[config.mk]
export PLATFORM = sky130hd
export DESIGN_NAME = rgb_led_chain_serializer_core
export DESIGN_NICKNAME = d
export VERILOG_FILES = /design/src/rtl/core/rlcs_pkg.sv /design/src/rtl/core/rlcs_ctrl.sv /design/src/rtl/core/rlcs_dp.sv /design/src/rtl/core/rgb_led_chain_serializer_core.sv
export SDC_FILE = /design/constraint.sdc
export NUM_CORES = 2
export LEC_CHECK = 0
export BUFFER_PORTS_ARGS = -buffer_cell sky130_fd_sc_hd__buf_2
export CAP_MARGIN = 20
export CORE_ASPECT_RATIO = 1.5
export CORE_MARGIN = 4
export CORE_UTILIZATION = 50
export DETAILED_ROUTE_END_ITERATION = 6
export PLACE_DENSITY = 0.67
export SKIP_CTS_REPAIR_TIMING = 1
export SYNTH_ARGS = -nofsm -noshare
export SYNTH_HDL_FRONTEND = slang
export SYNTH_SLANG_ARGS = --single-unit
[constraint.sdc]
create_clock -name clk -period 5.2 [get_ports clk]
set_input_delay 0.52 -clock clk [delete_from_list [all_inputs] [get_ports clk]]
set_output_delay 0.52 -clock clk [all_outputs]
set_load 0.02 [all_outputs]
[src/rtl/core/rlcs_pkg.sv]
`timescale 1ns / 1ps
// shared types, constants and register map of the led chain serializer
package rlcs_pkg;

	localparam int LED_DEPTH = 64;
	localparam int AW = (LED_DEPTH > 1) ? $clog2(LED_DEPTH) : 1;
	localparam int LW = $clog2(LED_DEPTH + 1);
	localparam int BITS_PER_LED = 24;
	localparam int BPW = $clog2(BITS_PER_LED);
	localparam int TICK_W = 16;

	localparam logic [7:0] ZERO_HIGH_RST = 8'd17;
	localparam logic [7:0] ONE_HIGH_RST = 8'd38;
	localparam logic [7:0] PERIOD_RST = 8'd60;
	localparam logic [15:0] GAP_RST = 16'd2880;

	typedef enum logic [1:0] {
		REG_ZERO_HIGH = 2'd0,
		REG_ONE_HIGH = 2'd1,
		REG_PERIOD = 2'd2,
		REG_GAP = 2'd3
	} reg_idx_t;

	typedef enum logic [1:0] {
		OP_SET = 2'd0,
		OP_SHOW = 2'd1,
		OP_CLEAR = 2'd2,
		OP_TICK = 2'd3
	} op_t;

	typedef struct packed {
		logic [15:0] gap;
		logic [7:0] period;
		logic [7:0] one_high;
		logic [7:0] zero_high;
	} cfg_t;

	typedef struct packed {
		logic set_px;
		logic clr_store;
		logic start;
		logic load;
		logic tick_send;
		logic tick_gap;
	} cmd_t;

	typedef struct packed {
		logic count_zero;
		logic frame_end;
		logic gap_end;
	} stat_t;

	typedef struct packed {
		logic frame_done;
		logic busy_res;
		logic line_level;
	} res_t;

endpackage

[src/rtl/core/rlcs_ctrl.sv]
`timescale 1ns / 1ps
// frame sequencer: idle, store read, bit sending and latch gap
module rlcs_ctrl (
	input  logic           clk,
	input  logic           arst_n,
	input  logic           acc,
	input  rlcs_pkg::op_t  op,
	input  rlcs_pkg::stat_t stat,
	output rlcs_pkg::cmd_t cmd,
	output logic           take_ok,
	output logic           busy,
	output logic           done
);
	import rlcs_pkg::*;

	typedef enum logic [2:0] {
		S_IDLE,
		S_WAIT,
		S_LOAD,
		S_SEND,
		S_GAP
	} state_t;

	state_t state_q;
	state_t state_nxt;

	always_comb begin
		cmd = '0;
		done = 1'b0;
		state_nxt = state_q;
		unique case (state_q)
			S_IDLE: begin
				if (acc) begin
					unique case (op)
						OP_SET: begin
							cmd.set_px = 1'b1;
						end
						OP_SHOW, OP_CLEAR: begin
							cmd.start = 1'b1;
							cmd.clr_store = (op == OP_CLEAR);
							state_nxt = stat.count_zero ? S_GAP : S_WAIT;
						end
						OP_TICK: begin
						end
					endcase
				end
			end
			// entry 0 is read into the data register during this cycle
			S_WAIT: begin
				state_nxt = S_LOAD;
			end
			S_LOAD: begin
				cmd.load = 1'b1;
				state_nxt = S_SEND;
			end
			S_SEND: begin
				if (acc && op == OP_TICK) begin
					cmd.tick_send = 1'b1;
					if (stat.frame_end) begin
						state_nxt = S_GAP;
					end
				end
			end
			S_GAP: begin
				if (acc && op == OP_TICK) begin
					cmd.tick_gap = 1'b1;
					if (stat.gap_end) begin
						state_nxt = S_IDLE;
						done = 1'b1;
					end
				end
			end
			default: begin
				state_nxt = S_IDLE;
			end
		endcase
	end

	assign take_ok = (state_q != S_WAIT) && (state_q != S_LOAD);
	assign busy = (state_nxt != S_IDLE);

	always_ff @(posedge clk or negedge arst_n) begin
		if (!arst_n) begin
			state_q <= S_IDLE;
		end else begin
			state_q <= state_nxt;
		end
	end

	a_wait_to_load: assert property (@(posedge clk) disable iff (!arst_n)
		state_q == S_WAIT |=> state_q == S_LOAD)
		else $error("store read wait not followed by load");

	a_no_take_in_read: assert property (@(posedge clk) disable iff (!arst_n)
		(state_q == S_WAIT || state_q == S_LOAD) |-> !acc)
		else $error("item taken during store read");

	a_done_ends_gap: assert property (@(posedge clk) disable iff (!arst_n)
		done |-> (state_q == S_GAP && cmd.tick_gap) ##1 state_q == S_IDLE)
		else $error("frame done outside the end of the latch gap");

	a_start_from_idle: assert property (@(posedge clk) disable iff (!arst_n)
		cmd.start |-> state_q == S_IDLE)
		else $error("frame started while busy");

endmodule

[src/rtl/core/rlcs_dp.sv]
`timescale 1ns / 1ps
// datapath: colour store, shift word and bit/gap timing counters
module rlcs_dp (
	input  logic            clk,
	input  logic            arst_n,
	input  rlcs_pkg::cmd_t  cmd,
	input  rlcs_pkg::cfg_t  cfg,
	input  logic [7:0]      led_index,
	input  logic [7:0]      red,
	input  logic [7:0]      green,
	input  logic [7:0]      blue,
	input  logic [7:0]      led_count,
	output rlcs_pkg::stat_t stat,
	output logic            line_nxt
);
	import rlcs_pkg::*;

	logic [BITS_PER_LED-1:0] mem [LED_DEPTH];
	logic [LED_DEPTH-1:0]    valid_q;
	logic [BITS_PER_LED-1:0] rd_data_q;
	logic                    rd_ok_q;

	logic [BITS_PER_LED-1:0] shift_q;
	logic [LW-1:0]           led_q;
	logic [LW-1:0]           frame_len_q;
	logic [BPW-1:0]          bit_pos_q;
	logic [TICK_W-1:0]       tick_q;
	logic                    line_q;

	logic [AW-1:0]           wr_addr;
	logic [AW-1:0]           rd_addr;
	logic                    idx_ok;
	logic                    rd_in_range;
	logic [LW-1:0]           count_cl;
	logic [BITS_PER_LED-1:0] word;
	logic [7:0]              high;
	logic                    high_now;
	logic [TICK_W:0]         tick_nxt;
	logic                    bit_wrap;
	logic                    led_wrap;
	logic                    led_end;

	assign wr_addr = led_index[AW-1:0];
	assign idx_ok = {1'b0, led_index} < 9'(LED_DEPTH);
	assign rd_addr = led_q[AW-1:0];
	assign rd_in_range = led_q < LW'(LED_DEPTH);
	assign count_cl = ({1'b0, led_count} > 9'(LED_DEPTH)) ? LW'(LED_DEPTH) : LW'(led_count);
	// entries never written since reset or clear read as black
	assign word = rd_ok_q ? rd_data_q : '0;

	assign high = shift_q[BITS_PER_LED-1] ? cfg.one_high : cfg.zero_high;
	assign high_now = tick_q < TICK_W'(high);
	assign tick_nxt = {1'b0, tick_q} + (TICK_W+1)'(1);
	assign bit_wrap = tick_nxt >= (TICK_W+1)'(cfg.period);
	assign led_wrap = bit_wrap && (bit_pos_q == BPW'(BITS_PER_LED - 1));
	assign led_end = led_q >= frame_len_q;

	assign stat.count_zero = (led_count == 8'd0);
	assign stat.frame_end = led_wrap && led_end;
	// a zero gap behaves as one tick, since every count is at or above it
	assign stat.gap_end = (tick_nxt >= {1'b0, cfg.gap}) || (tick_nxt[TICK_W-1:0] == '0);

	always_comb begin
		if (cmd.tick_send) begin
			line_nxt = high_now;
		end else if (cmd.tick_gap || cmd.start) begin
			line_nxt = 1'b0;
		end else begin
			line_nxt = line_q;
		end
	end

	always_ff @(posedge clk) begin
		if (cmd.set_px && idx_ok) begin
			mem[wr_addr] <= {green, red, blue};
		end
		rd_data_q <= mem[rd_addr];
	end

	always_ff @(posedge clk or negedge arst_n) begin
		if (!arst_n) begin
			valid_q <= '0;
			rd_ok_q <= 1'b0;
		end else begin
			if (cmd.clr_store) begin
				valid_q <= '0;
			end else if (cmd.set_px && idx_ok) begin
				valid_q[wr_addr] <= 1'b1;
			end
			rd_ok_q <= rd_in_range && valid_q[rd_addr];
		end
	end

	always_ff @(posedge clk or negedge arst_n) begin
		if (!arst_n) begin
			shift_q <= '0;
			led_q <= '0;
			frame_len_q <= '0;
			bit_pos_q <= '0;
			tick_q <= '0;
			line_q <= 1'b0;
		end else begin
			line_q <= line_nxt;
			if (cmd.start) begin
				frame_len_q <= count_cl;
				led_q <= '0;
				bit_pos_q <= '0;
				tick_q <= '0;
				shift_q <= '0;
			end else if (cmd.load) begin
				shift_q <= word;
				led_q <= LW'(1);
			end else if (cmd.tick_send) begin
				if (bit_wrap) begin
					tick_q <= '0;
					if (led_wrap) begin
						bit_pos_q <= '0;
						if (led_end) begin
							shift_q <= '0;
							led_q <= '0;
						end else begin
							// next entry was prefetched while this led was sent
							shift_q <= word;
							led_q <= led_q + LW'(1);
						end
					end else begin
						bit_pos_q <= bit_pos_q + BPW'(1);
						shift_q <= {shift_q[BITS_PER_LED-2:0], 1'b0};
					end
				end else begin
					tick_q <= tick_nxt[TICK_W-1:0];
				end
			end else if (cmd.tick_gap) begin
				tick_q <= stat.gap_end ? '0 : tick_nxt[TICK_W-1:0];
			end
		end
	end

	a_bit_pos_range: assert property (@(posedge clk) disable iff (!arst_n)
		bit_pos_q <= BPW'(BITS_PER_LED - 1))
		else $error("bit position past end of led");

	a_frame_len_range: assert property (@(posedge clk) disable iff (!arst_n)
		frame_len_q <= LW'(LED_DEPTH))
		else $error("frame length above store depth");

	a_clear_empties: assert property (@(posedge clk) disable iff (!arst_n)
		cmd.clr_store |=> valid_q == '0)
		else $error("store not empty after clear");

endmodule

[src/rtl/core/rgb_led_chain_serializer_core.sv]
`timescale 1ns / 1ps
// top level: stream ports, config registers, output skid and core units
// the result of an item is registered for m_tdata, held in the skid entry first if the output is stalled
// one item per cycle while the skid entry is empty; a show or clear that sends leds holds s_tready low
//   in the wait and load states while entry 0 is read from the store memory
// reset clears the config to defaults, the store valid bits (store reads as black),
//   the sequencer to idle and the output stage; no clearing pass is needed
module rgb_led_chain_serializer_core (
	input  logic        clk,
	input  logic        arst_n,
	input  logic        s_tvalid,
	output logic        s_tready,
	input  logic [47:0] s_tdata,  // op[1:0], led_index, red, green, blue, led_count, zero pad
	output logic        m_tvalid,
	input  logic        m_tready,
	output logic [7:0]  m_tdata,  // line_level, busy_res, frame_done, zero pad
	input  logic        psel,
	input  logic        penable,
	input  logic        pwrite,
	input  logic [3:0]  paddr,
	input  logic [31:0] pwdata,
	output logic [31:0] prdata,
	output logic        pready
);
	import rlcs_pkg::*;

	cfg_t     cfg_q;
	res_t     out_q;
	res_t     skid_q;
	logic     out_v_q;
	logic     skid_v_q;

	logic     acc;
	logic     pop;
	logic     take_ok;
	logic     busy;
	logic     done;
	logic     line_nxt;
	logic     cfg_wr;
	reg_idx_t reg_sel;
	op_t      op;
	cmd_t     cmd;
	stat_t    stat;
	res_t     res;

	assign op = op_t'(s_tdata[1:0]);
	assign reg_sel = reg_idx_t'(paddr[3:2]);
	assign cfg_wr = psel && penable && pwrite && pready;
	assign pready = 1'b1;

	always_comb begin
		unique case (reg_sel)
			REG_ZERO_HIGH: prdata = {24'd0, cfg_q.zero_high};
			REG_ONE_HIGH:  prdata = {24'd0, cfg_q.one_high};
			REG_PERIOD:    prdata = {24'd0, cfg_q.period};
			REG_GAP:       prdata = {16'd0, cfg_q.gap};
		endcase
	end

	always_ff @(posedge clk or negedge arst_n) begin
		if (!arst_n) begin
			cfg_q.zero_high <= ZERO_HIGH_RST;
			cfg_q.one_high <= ONE_HIGH_RST;
			cfg_q.period <= PERIOD_RST;
			cfg_q.gap <= GAP_RST;
		end else if (cfg_wr) begin
			unique case (reg_sel)
				REG_ZERO_HIGH: cfg_q.zero_high <= pwdata[7:0];
				REG_ONE_HIGH:  cfg_q.one_high <= pwdata[7:0];
				REG_PERIOD:    cfg_q.period <= pwdata[7:0];
				REG_GAP:       cfg_q.gap <= pwdata[15:0];
			endcase
		end
	end

	assign s_tready = take_ok && !skid_v_q;
	assign acc = s_tvalid && s_tready;
	assign pop = out_v_q && m_tready;

	rlcs_ctrl u_ctrl (
		.clk     (clk),
		.arst_n  (arst_n),
		.acc     (acc),
		.op      (op),
		.stat    (stat),
		.cmd     (cmd),
		.take_ok (take_ok),
		.busy    (busy),
		.done    (done)
	);

	rlcs_dp u_dp (
		.clk       (clk),
		.arst_n    (arst_n),
		.cmd       (cmd),
		.cfg       (cfg_q),
		.led_index (s_tdata[9:2]),
		.red       (s_tdata[17:10]),
		.green     (s_tdata[25:18]),
		.blue      (s_tdata[33:26]),
		.led_count (s_tdata[41:34]),
		.stat      (stat),
		.line_nxt  (line_nxt)
	);

	assign res.line_level = line_nxt;
	assign res.busy_res = busy;
	assign res.frame_done = done;

	// output register with one skid entry so an item can be taken under a stall
	always_ff @(posedge clk or negedge arst_n) begin
		if (!arst_n) begin
			out_v_q <= 1'b0;
			skid_v_q <= 1'b0;
			out_q <= '0;
			skid_q <= '0;
		end else if (skid_v_q) begin
			if (pop) begin
				out_q <= skid_q;
				skid_v_q <= 1'b0;
			end
		end else if (acc && (!out_v_q || pop)) begin
			out_q <= res;
			out_v_q <= 1'b1;
		end else if (acc) begin
			skid_q <= res;
			skid_v_q <= 1'b1;
		end else if (pop) begin
			out_v_q <= 1'b0;
		end
	end

	assign m_tvalid = out_v_q;
	assign m_tdata = {5'd0, out_q};

	a_skid_needs_out: assert property (@(posedge clk) disable iff (!arst_n)
		skid_v_q |-> out_v_q)
		else $error("skid entry held with empty output register");

	a_skid_stalls_input: assert property (@(posedge clk) disable iff (!arst_n)
		skid_v_q |-> !s_tready)
		else $error("input open while skid entry is full");

	a_item_gives_result: assert property (@(posedge clk) disable iff (!arst_n)
		acc |=> m_tvalid)
		else $error("taken item left no result");

endmodule

# Word-level counts from Yosys, hierarchy flattened
# Memory sizes are Yosys's and may differ from the RTL's. A register that Yosys moved wholly into a read port is not among the register bits.
# Index checks and enable logic that the tools add are counted.
# classes
add_sub_neg,3
magnitude_cmp,10
n_eq_ne,16
muxes,66
bitwise,3
reduce_logical,45
# op_table
operator,n
two-way mux 24 bit,7
two-way mux 64 bit,2
one-hot mux 32 bit (4 select lines),1
two-way mux 16 bit,6
OR 64 bit,1
two-way mux 7 bit,7
two-way mux 3 bit,12
two-way mux 5 bit,5
two-way mux 1 bit,21
"adder 16 x 1 -> 17 bit, second input constant",1
greater-or-equal comparator 17 x 16 -> 1 bit,1
greater-or-equal comparator 17 x 8 -> 1 bit,1
logical NOT 16 bit,1
< comparator 16 x 8 -> 1 bit,1
one-hot mux 3 bit (5 select lines),1
nonzero test 3 bit,5
"< comparator 6 x 7 -> 1 bit, second input constant",2
AND reduction 2 bit,7
logical AND 1 bit,13
AND reduction 3 bit,4
nonzero test 2 bit,5
"equality test 2 bit, second input constant",4
"greater-than comparator 8 x 7 -> 1 bit, second input constant",1
logical NOT 8 bit,1
24 further kinds,33
# word_totals
reg_bits,176
mem_bits_rw,1536
inputBits,91
output_inout_bits,43
mem_count,1
# mem_list
name,depth,width,rd,rd_ports_with_merged_regs,wr,line,rtl
u_dp.mem,64,24,1,1,1,rlcs_dp.sv:18,logic [BITS_PER_LED-1:0] mem [LED_DEPTH];

# Depth between registers and ports, before layout
# logic_depth
depth_word,12
depth_mapped,15
ltp_nobuf,14

# Cells and area by module
# A second synthesis with hierarchy kept.
# hier_totals
hier_cells,3257
area_unflattened_um2,68797.2
# modules_own_cells
module,instances,cells_each,area_each_um2,seq_area_each_um2
rlcs_dp,1,3063,66159.7,49732.7
rgb_led_chain_serializer_core,1,162,2356.0,1217.4
rlcs_ctrl,1,32,281.5,75.1

# Worst setup path before layout
# Ideal clock, no wire load.
# synth_path
kind,register to register
start,register skid_v_q
end,"memory u_dp.mem[51][0], enable pin"
arrival_time_ps,2727
t_required_ps,4794
slack_ps,2067
path_stages_with_launch,8
path_buffers,1
synth_period_minus_slack_ps,3133
path_cell_list,dfrtp_1 > clkbuf_1 > nand2b_1 > nor4_1 > nand3_1 > nor2_1 > nand3_1 > nor2_1
# synth_via
elab_chain_len,8
# synth_rtl
item,line,rtl
from (decl),rgb_led_chain_serializer_core.sv:31,logic skid_v_q;
from (signal assigned),rgb_led_chain_serializer_core.sv:114,skid_v_q <= 1'b0;
from (signal assigned),rgb_led_chain_serializer_core.sv:120,skid_v_q <= 1'b0;
from (signal assigned),rgb_led_chain_serializer_core.sv:127,skid_v_q <= 1'b1;
logical NOT 1 bit,rgb_led_chain_serializer_core.sv:76,assign s_tready = take_ok && !skid_v_q;
logical AND 1 bit,rgb_led_chain_serializer_core.sv:76,
logical AND 1 bit,rgb_led_chain_serializer_core.sv:77,assign acc = s_tvalid && s_tready;
two-way mux 3 bit,rlcs_ctrl.sv:33,if (acc) begin
two-way mux 3 bit,rlcs_ctrl.sv:31,unique case (state_q)
logical AND 1 bit,rlcs_dp.sv:74,if (cmd.set_px && idx_ok) begin
two-way mux 1 bit,rlcs_dp.sv:74,
two-way mux 1 bit (implied by the code),rlcs_dp.sv:75,"mem[wr_addr] <= {green, red, blue};"
to (decl),rlcs_dp.sv:18,
# No other way between the ends.

# Worst setup path after layout
# layout_path
start,register skid_v_q
end,"memory u_dp.mem[44][17], enable pin"
# The elaborated chain is that of the path after synthesis.

==> qor.yml <==
status:
  status: "finished clean"
sta:
  skew_ns: 0.0362
  fin_setup_tns_ns: 0
  drv_slew: 0
  slew_headroom_pct: 23.5
  final-setup-viol-count: 0
  hold_viol: 0
  layout_setup_ws_ns: 0.921
  rsz0062_at_grt: "no"
  min_period_ns: 4.28
  max_freq_ghz: 0.234
  fin_crit_sh_pct: 82.3
  worstMarginPinSlew_ns: 1.15
cts:
  clockRootBuffer: "clkbuf_16"
  cts_max_level: 4
  cts_tree: "built"
  cts_buffers: 156
  clkTransAtPathRegs_ns: 0.06
  ctsLongestPathBuffers: 3
  clock-sinks: 1736
  clk_latency_ns: 0.79
power_and_ir_drop:
  irDropWorstVdd_v: 0.000233
  power_frac_seq_pct: 52.9
  power_frac_clock_pct: 38.5
  p_leak_uw: 0.0250
  power.density_nw_per_um2: 381
  sw_frac_of_total_pct: 22.1
  p_comb_share_pct: 8.6
  switchingPower_uw: 6490
  p_int_uw: 22900
floorplan:
  die_w_um: 310
  io_pins: 134
  std_cell_rows: 165
  initial_core_util_pct: 50.5
  fp.coreArea_um2: 135000
  die_y_um: 461
  dieArea_um2: 143000
grt:
  track_usage_pct: 22.9
  antenna_found_initial: 16
  gr-total-overflow: 0
  grt_max_degree: 116
  grt_pass1_wl_mm: 235
  grt_pass1_vias: 34400
setup_path:
  rr_worst_depth: 6
  rrSetupSlack_ns: 0.92
  crit_fanout: 25
  crit_family: "simple AND/OR/NAND/NOR gates"
  cp-start-kind: "flop"
  reg2reg_from: "skid_v_q"
  crit_required_ns: 5.58
  cp_num_buf_inv: 0
  endpoint_kind: "flop"
  crit_arrival_ns: 4.66
  max_stage_delay_ns: 1.03
  r2r-end: "u_dp.mem[44][17]"
  critical_path_class: "reg -> reg"
  crit_chain: "nand2b_1 -> nor4_1 -> nand3_1 -> nor2_1 -> nand2_1 -> nor2_4"
  cp_slowest_cell: "nor2_4"
min_path:
  worstHoldEndpoint: "cfg_q[30]"
  min_from: "pwdata[6]"
  holdPathStages: 3
  hp-class: "in -> reg"
drt:
  wl_met1_mm: 57.8
  wl_per_cell_um: 30.5
  dr_wl_met2_mm: 88.0
  detail-route-antenna-nets: 0
  vias: 32500
  wl_met3_mm: 9.13
  dr.first_iter.drc_count: 3115
  drt_first_pass_iters: 7
  vias_per_cell: 6.20
  wl_mm: 160
  dr.max_layer_used: "met5"
  drc: 0
synth:
  syn-cell-area_um2: 68300
  synth-async-reset-ratio_pct: 10.1
  avgSynthCellArea_um2: 21.7
  synthFlopType: "edfxtp_1"
  seq_area_frac_synth_pct: 74.7
  synth_edf_count: 1536
  ys.warnings.count: 0
  yosysUniqueCellTypes: 69
  ys_ff_latch: 1736
  syn_inst: 3155
final_layout:
  drive_gt1_share_pct: 31.1
  syn_to_final_growth_pct: 12.8
  final_nets: 3498
placed_design:
  hpwl_mm: 97.0
  portBuffers: 87
  gp_congestion: 0.832
  dp_slack_ns: 0.976
flow_run:
  maxCapViolCount: 0
[layout make-up]
| cell class | instances | area [µm²] |
|---|---|---|
| Tap cell | 1753 | 2190 |
| Antenna cell | 7 | 17.5 |
| Fill cell | 9546 | 58200 |
| Sequential cell | 1736 | 51000 |
| Clock buffer | 204 | 4310 |
| Multi-Input combinational cell | 1212 | 16900 |
| Clock inverter | 78 | 681 |
| Inverter | 45 | 169 |
| Timing Repair Buffer | 212 | 1790 |
[worst register-to-register path, stage by stage, from the launching register on]
cell and delay (ns):
dfrtp_1 0.47, nand2b_1 0.26, nor4_1 0.63, nand3_1 0.51
nor2_1 0.44, nand2_1 0.52, nor2_4 1.03
[logic make-up (layout without fill, tap and decap cells)]
| logic type | after synthesis | after routing | share of synthesized area (%) |
|---|---|---|---|
| compound gates | 240 | 240 | 2.44 |
| xor+xnor | 14 | 14 | 0.179 |
| fa+ha+maj | 44 | 44 | 0.806 |
| buf+inv | 227 | 539 | 1.45 |
| flops | 1736 | 1736 | 74.7 |
| mux | 573 | 573 | 18.2 |
| other cells | 2 | 29 | 0.0110 |
| simple gates | 319 | 319 | 2.23 |
[placed cells by master (no fill, tap or decap), drive strengths merged, types with 50 or more instances in the layout]
| cell | n |
|---|---|
| buf | 198 |
| clkbuf | 204 |
| clkinv | 55 |
| dfrtp | 163 |
| edfxtp | 1536 |
| inv | 50 |
| mux4 | 532 |
| nand2 | 87 |
| nor2 | 106 |
| o21a | 69 |
[synthesized netlist by cell type, types with 6 or more instances]
library cell  number  share of area [%]
a211oi_1           9              0.099
a21o_1            17               0.19
a21oi_1           39               0.29
a22o_1             9               0.12
a32oi_1            9               0.12
a41oi_1            9               0.12
and3_1             8              0.073
buf_1             16              0.088
buf_2             46               0.34
buf_4             22               0.24
clkbuf_1          98               0.54
dfrtp_1          163                6.0
dfstp_2           13               0.50
dfxtp_1           24               0.70
edfxtp_1        1536                 68
ha_1              44               0.81
inv_1             45               0.25
mux2_2            28               0.46
mux2i_1           13               0.19
mux4_2           532                 18
nand2_1           86               0.47
nand3_1           43               0.32
nand3b_1           7              0.077
nand4_1           10              0.092
nor2_1           105               0.58
nor2b_1           15               0.14
nor3_1             8              0.059
nor4_1             8              0.073
o21a_1            69               0.76
o21ai_0           48               0.35
o22ai_1            6              0.055
xor2_1             9               0.12
[per-stage QoR]
stage | hold slack, ns | utilization (%) | cell area, µm² | total power (µW) | instances
finish | 0.00318 | 57.0 | 77100 | 29300 | 5247
global route | 0.00321 | 57.0 | 77100 | 30300 | 5243
CTS | -0.183 | 56.7 | 76600 | 29600 | 5213
detailed placement | 0.414 | 53.0 | 71700 | 18400 | 4931
global placement | 0.422 | 53.0 | 71700 | 18300 | 4931
floorplan | 0.224 | - | 68400 | 17500 | 3175
[power by group through the flow]
stage	logic, µW	registers, µW	clock network (µW)
after floorplan	1730	15700	0
after global placement	2470	15800	0
after detailed placement	2550	15800	0
after CTS	2560	15500	11500
after global routing	2750	15500	12100
final	2530	15500	11300
[state kept, by name, summed over array words and instances (netlist names), 3 cells and up]
name	count
u_dp.frame_len_q	7
u_dp.valid_q	64
u_dp.rd_data_q	24
u_dp.led_q	7
u_dp.mem	1536
cfg_q	40
m_tdata	3
u_ctrl.state_q	3
skid_q	3
u_dp.tick_q	16
u_dp.shift_q	24
u_dp.bit_pos_q	5
[layer usage]
| layer | global-route usage (%) | up-vias |
|---|---|---|
| li1 | - | 13500 |
| met1 | 28.0 | 17600 |
| met2 | 41.7 | 1139 |
| met3 | 3.38 | 257 |
| met4 | 7.38 | 6 |
| met5 | 0 | - |
[how the worst max path moves through the flow]
stage	startpoint	slack [ns]	cells past startpoint	end
floorplan	skid_v_q	2.07	7	u_dp.mem[51][0]
global placement	u_dp.tick_q[0]	1.11	14	u_dp.tick_q[3]
detailed placement	u_dp.tick_q[0]	0.98	13	u_dp.shift_q[0]
CTS	u_dp.tick_q[0]	0.94	13	u_dp.shift_q[0]
global route	u_dp.tick_q[0]	0.60	13	u_dp.shift_q[0]
finish	skid_v_q	0.92	6	u_dp.mem[44][17]
No activity file was read; power rests on OpenSTA's default activity.
